### config.mk
export PLATFORM = sky130hd
export DESIGN_NAME = crr_scan
export DESIGN_NICKNAME = d
export VERILOG_FILES = /design/src/design/crr_pkg.sv /design/src/design/crr_scan.sv
export SDC_FILE = /design/constraint.sdc
export NUM_CORES = 1
export LEC_CHECK = 0
export CAP_MARGIN = 25
export CORE_UTILIZATION = 65
export CTS_CLUSTER_DIAMETER = 40
export CTS_CLUSTER_SIZE = 14
export DETAILED_ROUTE_END_ITERATION = 8
export DONT_BUFFER_PORTS = 1
export GPL_TIMING_DRIVEN = 0
export PLACE_DENSITY = 0.81
export SYNTH_ARGS = -nofsm -noshare
export SYNTH_HDL_FRONTEND = slang
export SYNTH_SLANG_ARGS = --single-unit
### constraint.sdc
create_clock -name i_clk -period 11 [get_ports i_clk]
set_input_delay 0.55 -clock i_clk [delete_from_list [all_inputs] [get_ports i_clk]]
set_output_delay 0.55 -clock i_clk [all_outputs]
set_load 0.03 [all_outputs]
### src/design/crr_pkg.sv
// crr_pkg: shared constants for the chained range remap block
// field widths, command codes and parameter defaults
// no dependencies
`timescale 1ns / 1ps

package crr_pkg;

    // fixed field widths of the command and result words
    localparam int MODE_W  = 2;
    localparam int STAGE_W = 3;
    localparam int SLOT_W  = 5;
    localparam int FIELD_W = 32;

    // parameter defaults
    localparam int STAGES_DEF            = 7;
    localparam int ENTRIES_PER_STAGE_DEF = 32;
    localparam int VALUE_BITS_DEF        = 32;

    // command codes
    localparam logic [MODE_W-1:0] MODE_LOAD      = 2'd0;
    localparam logic [MODE_W-1:0] MODE_TRANSLATE = 2'd1;
    localparam logic [MODE_W-1:0] MODE_CLEAR     = 2'd2;

endpackage

### src/design/crr_scan.sv
// crr_scan: translate sequencer, streams every entry through the match logic
// keeps the running minimum and drives the result word
// depends on crr_pkg
`timescale 1ns / 1ps

module crr_scan
    import crr_pkg::*;
#(
    parameter int STAGES            = STAGES_DEF,
    parameter int ENTRIES_PER_STAGE = ENTRIES_PER_STAGE_DEF,
    parameter int VALUE_BITS        = VALUE_BITS_DEF,
    parameter int ADDR_W            = (STAGES * ENTRIES_PER_STAGE > 1)
                                      ? $clog2(STAGES * ENTRIES_PER_STAGE) : 1
) (
    input  logic                  i_clk,
    input  logic                  i_rst_n,
    input  logic                  i_go,
    input  logic                  i_clear,
    input  logic [VALUE_BITS-1:0] i_value,
    output logic                  o_busy,
    output logic                  o_rd_en,
    output logic [ADDR_W-1:0]     o_rd_addr,
    input  logic                  i_rd_valid,
    input  logic [VALUE_BITS-1:0] i_rd_src,
    input  logic [VALUE_BITS-1:0] i_rd_dest,
    input  logic [FIELD_W-1:0]    i_rd_span,
    output logic                  o_valid,
    output logic [FIELD_W-1:0]    o_location,
    output logic [FIELD_W-1:0]    o_lowest_location
);

    localparam int SLOT_CW = (ENTRIES_PER_STAGE > 1) ? $clog2(ENTRIES_PER_STAGE) : 1;
    localparam int STG_CW  = (STAGES > 1) ? $clog2(STAGES) : 1;
    localparam int CMP_W   = (VALUE_BITS > FIELD_W) ? VALUE_BITS : FIELD_W;

    typedef enum logic [1:0] {
        S_IDLE,
        S_SCAN,
        S_DRAIN,
        S_FINISH
    } t_state;

    t_state                r_state;
    logic [ADDR_W-1:0]     r_addr;
    logic [SLOT_CW-1:0]    r_slot;
    logic [STG_CW-1:0]     r_stg;
    logic                  r_ev;
    logic                  r_ev_eos;
    logic                  r_ev_end;
    logic                  r_hit;
    logic [VALUE_BITS-1:0] r_next;
    logic [VALUE_BITS-1:0] r_value;
    logic [VALUE_BITS-1:0] r_min;
    logic                  r_valid;
    logic [FIELD_W-1:0]    r_location;
    logic [FIELD_W-1:0]    r_lowest;

    logic                  iss_eos;
    logic                  iss_end;
    logic [VALUE_BITS-1:0] diff;
    logic                  hit;
    logic [VALUE_BITS-1:0] mapped;
    logic [VALUE_BITS-1:0] n_value;
    logic [VALUE_BITS-1:0] n_min;

    // position of the entry issued this cycle
    assign iss_eos = (r_slot == SLOT_CW'(ENTRIES_PER_STAGE - 1));
    assign iss_end = iss_eos && (r_stg == STG_CW'(STAGES - 1));

    // match of the entry read last cycle against the current stage input
    assign diff   = r_value - i_rd_src;
    assign hit    = i_rd_valid && (r_value >= i_rd_src)
                    && (CMP_W'(diff) < CMP_W'(i_rd_span));
    assign mapped = diff + i_rd_dest;

    // stage output: first hit of the stage, else unchanged
    always_comb begin
        priority if (r_hit) begin
            n_value = r_next;
        end else if (hit) begin
            n_value = mapped;
        end else begin
            n_value = r_value;
        end
    end

    assign n_min = (r_value < r_min) ? r_value : r_min;

    // sequencer, match pipeline and result register
    always_ff @(posedge i_clk) begin
        if (!i_rst_n) begin
            r_state <= S_IDLE;
            r_ev    <= 1'b0;
            r_hit   <= 1'b0;
            r_valid <= 1'b0;
            r_min   <= '1;
        end else begin
            r_valid <= (r_state == S_FINISH);
            if (i_clear) begin
                r_min <= '1;
            end

            // evaluate the entry that came out of memory
            if (r_ev) begin
                if (r_ev_eos) begin
                    r_value <= n_value;
                    r_hit   <= 1'b0;
                end else if (!r_hit && hit) begin
                    r_hit  <= 1'b1;
                    r_next <= mapped;
                end
            end

            unique case (r_state)
                S_IDLE: begin
                    r_ev <= 1'b0;
                    if (i_go) begin
                        r_value <= i_value;
                        r_addr  <= '0;
                        r_slot  <= '0;
                        r_stg   <= '0;
                        r_hit   <= 1'b0;
                        r_state <= S_SCAN;
                    end
                end
                S_SCAN: begin
                    r_ev     <= 1'b1;
                    r_ev_eos <= iss_eos;
                    r_ev_end <= iss_end;
                    r_addr   <= r_addr + ADDR_W'(1);
                    if (iss_eos) begin
                        r_slot <= '0;
                        r_stg  <= r_stg + STG_CW'(1);
                    end else begin
                        r_slot <= r_slot + SLOT_CW'(1);
                    end
                    if (iss_end) begin
                        r_state <= S_DRAIN;
                    end
                end
                S_DRAIN: begin
                    r_ev <= 1'b0;
                    if (r_ev && r_ev_end) begin
                        r_state <= S_FINISH;
                    end
                end
                S_FINISH: begin
                    r_min      <= n_min;
                    r_location <= FIELD_W'(r_value);
                    r_lowest   <= FIELD_W'(n_min);
                    r_state    <= S_IDLE;
                end
                default: begin
                    r_state <= S_IDLE;
                end
            endcase
        end
    end

    assign o_busy            = (r_state != S_IDLE);
    assign o_rd_en           = (r_state == S_SCAN);
    assign o_rd_addr         = r_addr;
    assign o_valid           = r_valid;
    assign o_location        = r_location;
    assign o_lowest_location = r_lowest;

endmodule

==> results of run 1 <==
## cells by family (layout without fill, tap and decap cells)
family,count (synthesis),in the layout
AND/OR/NAND/NOR,359,359
AO/OA/AOI/OAI,320,320
flip-flops,183,183
buffers and inverters,150,186
adder cells (fa/ha/maj),137,137
multiplexers,71,71
XOR/XNOR,61,61
## power by group through the flow
stage	Clock, mW	Combinational [mW]	Sequential, mW
2_1_floorplan	0	1.27	1.02
3_3_place_gp	0	1.62	1.06
3_5_place_dp	0	1.66	1.06
4_1_cts	0.618	1.68	1.05
5_1_grt	0.646	1.88	1.06
6_report	0.616	1.71	1.05
## metrics by stage
step / setup WS (ns) / cell area [µm²]
2_1_floorplan: 2.98 / 12600
3_3_place_gp: 1.03 / 13000
3_5_place_dp: 4.26 / 13000
4_1_cts: 4.17 / 13600
5_1_grt: 3.71 / 13600
6_report: 4.13 / 13600
## routing by layer
| layer | global-route usage [%] | share of wire, % | vias to the layer above |
|---|---|---|---|
| li1 | - | - | 4752 |
| met1 | 42.0 | 43 | 4731 |
| met2 | 53.5 | 47 | 429 |
| met3 | 6.51 | 7.3 | 71 |
| met4 | 13.4 | 3.3 | 0 |
| met5 | 0 | 0 | - |
## cells in the mapped netlist (3+ instances only)
master | number | area, µm²
o21a_1 | 12 | 90.1
edfxtp_1 | 146 | 4380
or2_2 | 6 | 37.5
mux2i_1 | 39 | 390
xor2_1 | 25 | 219
o221ai_1 | 9 | 78.8
nor3_1 | 12 | 60.1
mux2_2 | 27 | 304
and4_1 | 6 | 52.6
o21ai_0 | 53 | 265
a21oi_1 | 86 | 430
o211ai_1 | 6 | 45.0
nand2_1 | 75 | 282
nor2b_1 | 43 | 269
a21o_1 | 48 | 360
mux2_1 | 5 | 56.3
nor2_1 | 126 | 473
clkbuf_1 | 22 | 82.6
nand3b_1 | 5 | 37.5
xnor2_1 | 36 | 315
nand3_1 | 21 | 105
and2_1 | 8 | 50.1
nor4_1 | 4 | 25.0
dfxtp_1 | 37 | 741
inv_1 | 119 | 447
and3_1 | 9 | 56.3
a211oi_1 | 12 | 90.1
o21bai_1 | 8 | 60.1
o2bb2ai_1 | 3 | 26.3
a21boi_0 | 4 | 30.0
o31ai_1 | 5 | 37.5
nand4_1 | 16 | 100
o21ai_1 | 7 | 35.0
a221oi_1 | 21 | 184
buf_2 | 8 | 40.0
a211o_1 | 5 | 43.8
nand4b_1 | 3 | 26.3
a31oi_1 | 13 | 81.3
or3_1 | 7 | 43.8
ha_1 | 135 | 1690
nand2b_1 | 11 | 68.8
## cell type report
type	count	area [µm²]
multi-input cells	948	6940
fillers	1481	5280
flip-flops and latches	183	5120
inverters	119	447
clock buffers	17	425
well taps	260	325
clock inverters	15	176
plain buffers	31	130
repair buffers	4	46.3
## worst max-delay path by stage
| stage | start | to | slack [ns] | depth (start not counted) |
|---|---|---|---|---|
| after floorplan | i_rd_src[0] | r_next[0] | 2.98 | 20 |
| after global placement | i_rd_src[4] | r_next[2] | 1.03 | 19 |
| after detailed placement | r_value[0] | r_value[11] | 4.26 | 23 |
| after CTS | r_value[0] | r_value[11] | 4.17 | 23 |
| after global routing | r_value[0] | r_value[3] | 3.71 | 23 |
| final | r_value[0] | r_value[3] | 4.13 | 23 |
## critical path, stage by stage, from the launching register on
cell       delay, ns
edfxtp_1        0.48
inv_1           0.14
ha_1            0.16
inv_1           0.05
fa_1            0.40
a21o_1          0.17
a21o_1          0.23
a21oi_1         0.16
a21oi_1         0.14
o221ai_1        0.28
o21ai_1         0.19
a211o_1         0.39
a311oi_1        0.38
xnor2_1         0.19
ha_1            0.31
nand4_1         0.15
nor4_1          0.51
nand4_1         0.33
a2111oi_2       0.75
a211o_1         0.48
nor3_4          0.13
buf_4           0.21
a221oi_1        0.28
a21oi_1         0.11
## flip-flops by register name (all words and copies together), names as in the netlist, 2 cells and up
| register | flops |
|---|---|
| o_rd_addr | 8 |
| r_min | 32 |
| o_lowest_location | 32 |
| r_stg | 3 |
| r_slot | 5 |
| o_location | 32 |
| r_value | 32 |
| r_next | 32 |
| r_state | 2 |
==> out/qor.csv, run 1 <==
stage,metric,value,unit
status,status,finished clean,
synth,largest family of logic cells by synthesized area,compound AO/OA/AOI/OAI gates,
min_path,Hold Startpoint,i_rst_n,
finish,"commonest non-fill, non-tap cell in the layout",edfxtp_1,
timing,unrepaired setup endpoints after global routing,no,
pwr,sw frac,44.2,%
pwr,Pleak,5.83,nW
synth,asr flop ratio synth,0,%
synth,simple-gate share of the synthesized area,13.9,%
synth,Synth Area in Compound Gates,17.1,%
finish,most frequent cells in the layout,"edfxtp_1 (146), ha_1 (135), nor2_1 (126)",
min_path,hold path cells,0,
timing,final setup vio count,0,
setup_path,R2R setup slack,4.13,ns
global_route,largest net degree at the start of global routing,40,
synth,net count after synthesis,1551,
placement,Port Buf Inserts,0,
synth,Yosys reg bits,183,
synth,Mapped Area,12600,µm²
timing,"Hold Violations, Final",0,
setup_path,Crit Path Max Fanout,10,
synth,number of synthesized flops with an enable pin,146,
detailed_routing,Pre-antenna DRT Iters,5,
clock_tree,CTS Sinks,183,
clock_tree,CTS Buf Count,17,
clock_tree,Clock Path Buffers,2,
pwr,P_int,1.89,mW
clock_tree,Post-CTS Hold Fix Bufs,0,
global_route,first-pass GRT wire length,49600,µm
detailed_routing,number of remaining DRC errors,0,
die,Initial Utilization,66.9,%
synth,mux contribution to synthesized area,5.94,%
setup_path,RR Endpoint,r_value[3],
pwr,clock power share,18.2,%
detailed_routing,drt total wl,31800,µm
setup_path,Critical Path AT,7.06,ns
min_path,Min-Delay Endpoint,r_value[26],
min_path,HP Class,in2reg,
synth,xor/xnor cell area share of the yosys netlist,4.23,%
placement,hpwl dp,24900,µm
setup_path,crit path capture type,register,
global_route,GR Util All Layers,32.5,%
timing,Hold Slack,0.230,ns
timing,setup TNS,0,ns
die,# IOs,208,
synth,sequential share of the synthesized area,40.6,%
global_route,number of global-route vias before repair,9561,
clock_tree,post-CTS setup buffers,0,
detailed_routing,Avg WL per Cell,20.2,µm
pwr,Psw,1.49,mW
placement,gpl congestion,0.949,
setup_path,worst r2r path cells,23,
timing,part of the cycle the worst path needs,62.5,%
synth,Syn Inst Count,1281,
synth,Yosys Warn Count,0,
detailed_routing,Vias,9983,
setup_path,WS Path Type,reg2reg,
clock_tree,clk root buf,clkbuf_16,
timing,slew margin rel.,38.9,%
die,num rows,50,
pwr,Max VDD drop,0.142,mV
global_route,antenna violations before repair,0,
timing,Peak Freq,145,MHz
clock_tree,CTS tree,done,
setup_path,RR Startpoint,r_value[0],
synth,syn avg cell area,9.86,µm²
pwr,Tot Pwr,3.38,mW
die,Die H,141,µm
pwr,Comb pwr share,50.7,%
clock_tree,post_cts resized,0,
synth,Adder-Cell Fraction of Synth Area,13.7,%
detailed_routing,Routed Antenna Nets,0,
synth,main flop type after synthesis,edfxtp_1,
synth,synth unique cells,74,
die,Die ar.,20000,µm²
finish,synth-to-layout area growth,7.77,%
finish,ANT cells,0,
die,Core Box Area,18900,µm²
setup_path,WP data required,11.19,ns
setup_path,CP Launch Type,register,
clock_tree,clk_lat worst skew,0.45,ns
pwr,Seq pwr share,31.1,%
finish,share of cells above drive strength 1,7.14,%
job,maxcap violations,0,
finish,"Core Util, Final",72.1,%
pwr,pwr dens,249,nW/µm²
finish,fin nets,1574,
detailed_routing,Vias per Instance,6.33,
timing,fin crit period,6.87,ns
placement,Post-Place Cells,1545,
die,die width,141,µm
timing,fin. max-slew vios,0,
timing,Worst Skew,0.0186,ns
clock_tree,register clock-pin slew on the reported worst setup and hold paths,0.07,ns
clock_tree,CTS H-tree lvls,4,
finish,fin cells,1577,
timing,worst slew pin tran,0.909,ns
detailed_routing,DR iter-0 viols,692,
global_route,gr ovfl total,0,
No activity file was read; power rests on OpenSTA's default activity.
==> inputs of run 2 (changes only) <==
--- a/config.mk
+++ b/config.mk
@@ -6,13 +6,13 @@
 export NUM_CORES = 1
 export LEC_CHECK = 0
 export CAP_MARGIN = 25
-export CORE_UTILIZATION = 65
+export CORE_UTILIZATION = 59
 export CTS_CLUSTER_DIAMETER = 40
 export CTS_CLUSTER_SIZE = 14
 export DETAILED_ROUTE_END_ITERATION = 8
 export DONT_BUFFER_PORTS = 1
 export GPL_TIMING_DRIVEN = 0
-export PLACE_DENSITY = 0.81
+export PLACE_DENSITY = 0.78
 export SYNTH_ARGS = -nofsm -noshare
 export SYNTH_HDL_FRONTEND = slang
 export SYNTH_SLANG_ARGS = --single-unit
==> constraint.sdc (replaced) <==
create_clock -name i_clk -period 6.2 [get_ports i_clk]
set_input_delay 0.31 -clock i_clk [delete_from_list [all_inputs] [get_ports i_clk]]
set_output_delay 0.31 -clock i_clk [all_outputs]
set_load 0.03 [all_outputs]
==> out/qor.csv, run 2 (same netlist as run 1, synthesis figures left out) <==
stage,metric,value,unit
finish,register area,5120,µm²
timing,worst slew pin tran,0.857,ns
placement,Post-Place Cells,1559,
timing,slew margin rel.,42.4,%
clock_tree,clk root buf,clkbuf_16,
detailed_routing,metal3 WL,2550,µm
pwr,clock power share,18.4,%
status,status,finished clean,
timing,fin. max-slew vios,0,
detailed_routing,DR top layer,met4,
global_route,number of global-route vias before repair,9400,
detailed_routing,Vias,9924,
detailed_routing,DR iter-0 viols,784,
die,Die ar.,22000,µm²
setup_path,crit-path max cell delay,0.48,ns
clock_tree,CTS Sinks,183,
pwr,Comb pwr share,50.4,%
pwr,Pleak,5.92,nW
clock_tree,CTS tree,done,
die,die width,148,µm
finish,share of cells above drive strength 1,8.13,%
setup_path,worst-path cell chain,inv_1 > ha_1 > inv_1 > fa_1 > a21o_1 > a21o_1 > a21oi_1 > a21oi_1 > o221ai_2 > o21ai_1 > a211o_1 > a311oi_1 > xnor2_1 > ha_1 > nand4_1 > nor4_4 > nand4_1 > buf_4 > o22ai_1 > or3_4 > a211o_4 > nor4_4 > buf_8 > buf_6,
pwr,sw frac,42.5,%
finish,area taken by multi-input logic gates,7020,µm²
min_path,HP Class,in2reg,
die,Initial Utilization,60.1,%
global_route,first-pass GRT wire length,50000,µm
timing,Final WS setup,0.199,ns
setup_path,Crit Path Max Fanout,16,
timing,Peak Freq,167,MHz
finish,synth-to-layout area growth,9.49,%
detailed_routing,Met2 Routed Length,14900,µm
clock_tree,clk_lat worst skew,0.43,ns
pwr,P_int,3.47,mW
timing,"Hold Violations, Final",0,
timing,fin crit period,6.00,ns
setup_path,critical path's slowest cell,edfxtp_1,
finish,most frequent cells in the layout,"edfxtp_1 (146), ha_1 (135), nor2_1 (126)",
finish,fin cells,1604,
timing,Worst Skew,0.0124,ns
die,num rows,53,
global_route,largest net degree at the start of global routing,43,
clock_tree,CTS H-tree lvls,4,
finish,final instance area,13800,µm²
pwr,Psw,2.57,mW
placement,hpwl dp,25200,µm
finish,fill count,1606,
global_route,antenna violations before repair,0,
detailed_routing,M1 wire length,14100,µm
detailed_routing,drt total wl,32200,µm
global_route,GR Util All Layers,29.5,%
die,# IOs,208,
placement,Place WS,-0.500,ns
finish,"commonest non-fill, non-tap cell in the layout",edfxtp_1,
setup_path,CP Launch Type,register,
die,Core Box Area,21000,µm²
finish,ANT cells,0,
die,Die H,148,µm
placement,gpl congestion,0.960,
pwr,pwr dens,437,nW/µm²
timing,part of the cycle the worst path needs,96.8,%
pwr,Max VDD drop,0.240,mV
placement,Placed Area,13000,µm²
job,maxcap violations,0,
timing,final setup vio count,0,
detailed_routing,number of remaining DRC errors,0,
pwr,Seq pwr share,31.3,%
placement,Port Buf Inserts,0,
timing,Hold Slack,0.0740,ns
detailed_routing,Vias per Instance,6.19,
setup_path,WP buf/inv,5,
setup_path,WS Path Type,reg2reg,
clock_tree,register clock-pin slew on the reported worst setup and hold paths,0.07,ns
detailed_routing,Routed Antenna Nets,0,
finish,"Core Util, Final",65.8,%
clock_tree,Clock Path Buffers,2,
setup_path,crit path capture type,register,
setup_path,crit-path leading delay family,compound AO/OA/AOI/OAI gates,
detailed_routing,Avg WL per Cell,20.1,µm
clock_tree,CTS Buf Count,17,
global_route,gr ovfl total,0,
setup_path,Critical Path AT,6.14,ns
finish,fin nets,1586,
setup_path,WP data required,6.34,ns
detailed_routing,Pre-antenna DRT Iters,5,
==> run 2: through the flow <==
stage	setup TNS (ns)	total power [mW]
3_5_place_dp	-11.21	4.80
4_1_cts	0	5.93
6_report	0	6.05
2_1_floorplan	0	4.05
3_3_place_gp	-35.99	4.70
5_1_grt	-0.0322	6.42
==> run 2: timing repair <==
item / 4_1_cts / 5_1_grt
cloned: 0 / 0
hold endpoints to repair: 22 / 0
endpoints found under the setup margin: 52 / 46
buffers inserted: 4 / 6
pin swaps: 4 / 6
hold buffers: 2 / 0
gates resized for setup: 4 / 8
==> run 2: metal layers <==
layer  track usage, %  vias up
li1                 -     4753
met1             40.6     4694
met2             47.0      433
met3             5.15       44
met4             9.95        0
met5                0        -
==> run 2: worst paths after layout <==
check / start / to / slack, ns / cells after the start
worst min register to register: r_min[6] / r_min[6] / 0.53 / 2
worst min-delay path: i_value[7] / r_value[7] / 0.07 / 2
worst max-delay path: r_value[0] / r_next[9] / 0.20 / 24
worst max register to register: r_value[0] / r_next[9] / 0.20 / 24
==> run 2: final cells by class <==
type / count / area share [%]
clock buffers: 19 / 3.13
flip-flops and latches: 183 / 37.1
inverters: 119 / 3.23
multi-input cells: 948 / 50.8
well taps: 275 / 2.49
plain buffers: 31 / 0.968
clock inverters: 13 / 1.24
repair buffers: 16 / 1.13
==> run 2: worst reg2reg max path, delay by kind of cell, from the launching register on <==
family | cells | cell delay, ns
AOI/OAI and AO/OA | 10 | 2.26
buffers and inverters | 5 | 0.71
and+or+nand+nor | 5 | 1.14
adders and majority gates | 3 | 0.85
xor gates and xnor gates | 1 | 0.24
DFF | 1 | 0.48
==> run 2: power groups by stage <==
stage               clock network [mW]  registers [mW]  logic, mW
finish                            1.11            1.89       3.04
global route                      1.16            1.91       3.36
CTS                               1.11            1.88       2.94
detailed placement                   0            1.91       2.89
global placement                     0            1.90       2.80
floorplan                            0            1.81       2.25
==> inputs of run 3 (changes only) <==
--- a/config.mk
+++ b/config.mk
@@ -5,6 +5,7 @@
 export SDC_FILE = /design/constraint.sdc
 export NUM_CORES = 1
 export LEC_CHECK = 0
+export ABC_AREA = 1
 export CAP_MARGIN = 25
 export CORE_UTILIZATION = 59
 export CTS_CLUSTER_DIAMETER = 40
==> constraint.sdc (replaced) <==
create_clock -name i_clk -period 6.2 [get_ports i_clk]
set_input_delay 0.31 -clock i_clk [delete_from_list [all_inputs] [get_ports i_clk]]
set_output_delay 0.31 -clock i_clk [all_outputs]
set_load 0.02 [all_outputs]
==> out/qor.csv, run 3 <==
stage,metric,value,unit
timing,part of the cycle the worst path needs,92.8,%
global_route,GR Layer Usage met3,4.46,%
pwr,Pleak,7.52,nW
timing,worst slew pin tran,0.811,ns
clock_tree,CTS Sinks,183,
finish,fin cells,2252,
pwr,Psw,3.63,mW
clock_tree,CTS H-tree lvls,4,
pwr,Max VDD drop,0.304,mV
timing,fin. max-slew vios,0,
pwr,P_int,3.72,mW
placement,Post-Place Cells,2217,
synth,Synth area leader,edfxtp_1,
detailed_routing,number of remaining DRC errors,0,
detailed_routing,Avg WL per Cell,17.2,µm
global_route,GR Util All Layers,32.2,%
clock_tree,CTS Buf Count,17,
finish,ANT cells,0,
pwr,clock power share,14.6,%
die,Initial Utilization,60.1,%
finish,fin nets,2190,
synth,Yosys Warn Count,0,
die,Die H,156,µm
setup_path,WP data required,6.33,ns
clock_tree,register clock-pin slew on the reported worst setup and hold paths,0.07,ns
synth,Yosys top cell area share,31.2,%
detailed_routing,Vias per Instance,5.60,
clock_tree,post_cts resized,0,
synth,ranking of synthesized cells by area,"edfxtp_1 (31%), nand2_1 (14%), ha_1 (12%)",
setup_path,Critical Path AT,5.89,ns
synth,Syn Inst Count,1894,
synth,Mapped Area,14100,µm²
synth,syn avg cell area,7.42,µm²
global_route,busiest grt layer,met2,
die,# IOs,208,
die,Core Box Area,23400,µm²
timing,"Hold Violations, Final",0,
setup_path,WS Path Type,reg2reg,
detailed_routing,DR iter-0 viols,914,
synth,asr flop ratio synth,0,%
synth,Yosys reg bits,183,
global_route,first-pass GRT wire length,60200,µm
timing,setup TNS,0,ns
job,maxcap violations,0,
finish,fill count,2094,
finish,most frequent cells in the layout,"nand2_1 (532), inv_1 (311), nand3_1 (184)",
pwr,Comb pwr share,58.4,%
synth,number of synthesized flops with an enable pin,146,
clock_tree,Clock Path Buffers,2,
timing,Worst Skew,0.0123,ns
detailed_routing,Pre-antenna DRT Iters,5,
synth,Post-synth top cells,"nand2_1 (532), inv_1 (311), nand3_1 (184)",
clock_tree,CTS tree,done,
min_path,HP Class,in2reg,
detailed_routing,Routed Antenna Nets,0,
pwr,pwr dens,486,nW/µm²
pwr,sw frac,49.4,%
pwr,Seq pwr share,27.1,%
placement,hpwl dp,31700,µm
placement,Port Buf Inserts,0,
global_route,number of global-route vias before repair,11900,
global_route,largest net degree at the start of global routing,48,
timing,fin crit period,5.76,ns
setup_path,CP Launch Type,register,
global_route,grt met1 use,38.8,%
synth,net count after synthesis,2164,
global_route,antenna violations before repair,0,
clock_tree,clk_lat worst skew,0.44,ns
setup_path,crit path capture type,register,
finish,share of cells above drive strength 1,6.78,%
finish,"commonest non-fill, non-tap cell in the layout",nand2_1,
status,status,finished clean,
setup_path,Crit Path Max Fanout,14,
finish,synth-to-layout area growth,7.71,%
clock_tree,post-CTS setup buffers,0,
synth,synth unique cells,43,
die,Die ar.,24400,µm²
detailed_routing,drt total wl,38800,µm
global_route,GR met2 Demand/Resource,57.3,%
timing,unrepaired setup endpoints after global routing,no,
timing,Peak Freq,174,MHz
clock_tree,clk root buf,clkbuf_16,
global_route,gr ovfl total,0,
timing,final setup vio count,0,
die,num rows,56,
die,die width,156,µm
synth,main flop type after synthesis,edfxtp_1,
placement,gpl congestion,0.973,
detailed_routing,Vias,12600,
synth,sequential share of the synthesized area,36.5,%
timing,slew margin rel.,45.9,%
synth,most numerous cell in the Yosys netlist,nand2_1,
-- run 3: cell types whose count changed after synthesis, sizes merged, moves of 39 or more --
cell,delta
nand2,+472
mux2i,-39
nand3,+185
inv,+195
nor2b,-43
a21o,-44
-- run 3: per-stage QoR --
stage | cell area (µm²) | hold WS [ns] | utilization (%) | setup WS (ns) | power (mW)
CTS | 15100 | 0.0753 | 64.6 | 0.538 | 7.29
global placement | 14500 | 0.426 | 61.8 | -1.65 | 6.10
floorplan | 14100 | 0.422 | - | 0.268 | 5.02
detailed placement | 14500 | 0.425 | 62.0 | 0.577 | 6.21
global route | 15100 | 0.0924 | 64.7 | 0.209 | 7.93
finish | 15100 | 0.0775 | 64.7 | 0.445 | 7.35
-- run 3: path summary, 6_finish.rpt --
kind / slack [ns] / start / to / cells after the start
worst max-delay path: 0.44 / r_value[0] / r_next[12] / 25
worst min-delay path: 0.08 / i_value[31] / r_value[31] / 2
worst max register to register: 0.44 / r_value[0] / r_next[12] / 25
worst min register to register: 0.51 / r_min[7] / r_min[7] / 2
-- run 3: kinds of logic after synthesis --
group	Yosys count	synth area share [%]
DFF	183	36.5
buffers and inverters	356	9.93
xor gates and xnor gates	48	2.99
AOI/OAI and AO/OA	222	9.05
adders and majority gates	137	12.3
and+or+nand+nor	948	29.3
-- run 3: final cells by class --
type	count	area (µm²)	share of cell area, %
sequential	183	5120	33.9
tap	319	399	2.64
timing repair buffer	7	97.6	0.645
clock inverter	14	149	0.983
inverter	315	1180	7.81
buffer	41	218	1.44
clock buffer	18	429	2.83
multi-input combinational	1355	7540	49.8
-- run 3: metal layers --
layer  up-vias  wire length, µm
met4         0             1290
met5         -                0
met2       493            19200
met1      5810            15400
met3        79             2840
li1       6235                -
-- run 3: power groups by stage --
stage	clock network [mW]	logic, mW	registers, mW
final	1.07	4.29	1.99
after global routing	1.12	4.81	2.01
after CTS	1.07	4.24	1.98
after detailed placement	0	4.20	2.01
after global placement	0	4.09	2.00
after floorplan	0	3.12	1.90
-- run 3: repair_timing --
action,in CTS,in global routing
hold buffers,2,0
endpoints found under the hold margin,23,0
endpoints found under the setup margin,0,0
-- run 3: worst max-delay path, stage by stage (launching register included) --
cell	delay [ns]
edfxtp_1	0.46
inv_2	0.12
ha_1	0.16
inv_1	0.06
fa_1	0.41
nand3_2	0.10
nand2_2	0.08
nand2_2	0.07
nand2_2	0.08
a21oi_1	0.36
o21ai_1	0.16
a21oi_1	0.26
o21bai_1	0.16
xor2_1	0.39
ha_1	0.34
nand2_1	0.10
o21a_1	0.13
a21oi_1	0.08
nor2_1	0.31
nand3_2	0.15
buf_6	0.18
nor2_4	0.17
nand2_1	0.09
nor3_2	0.56
buf_8	0.24
buf_4	0.23
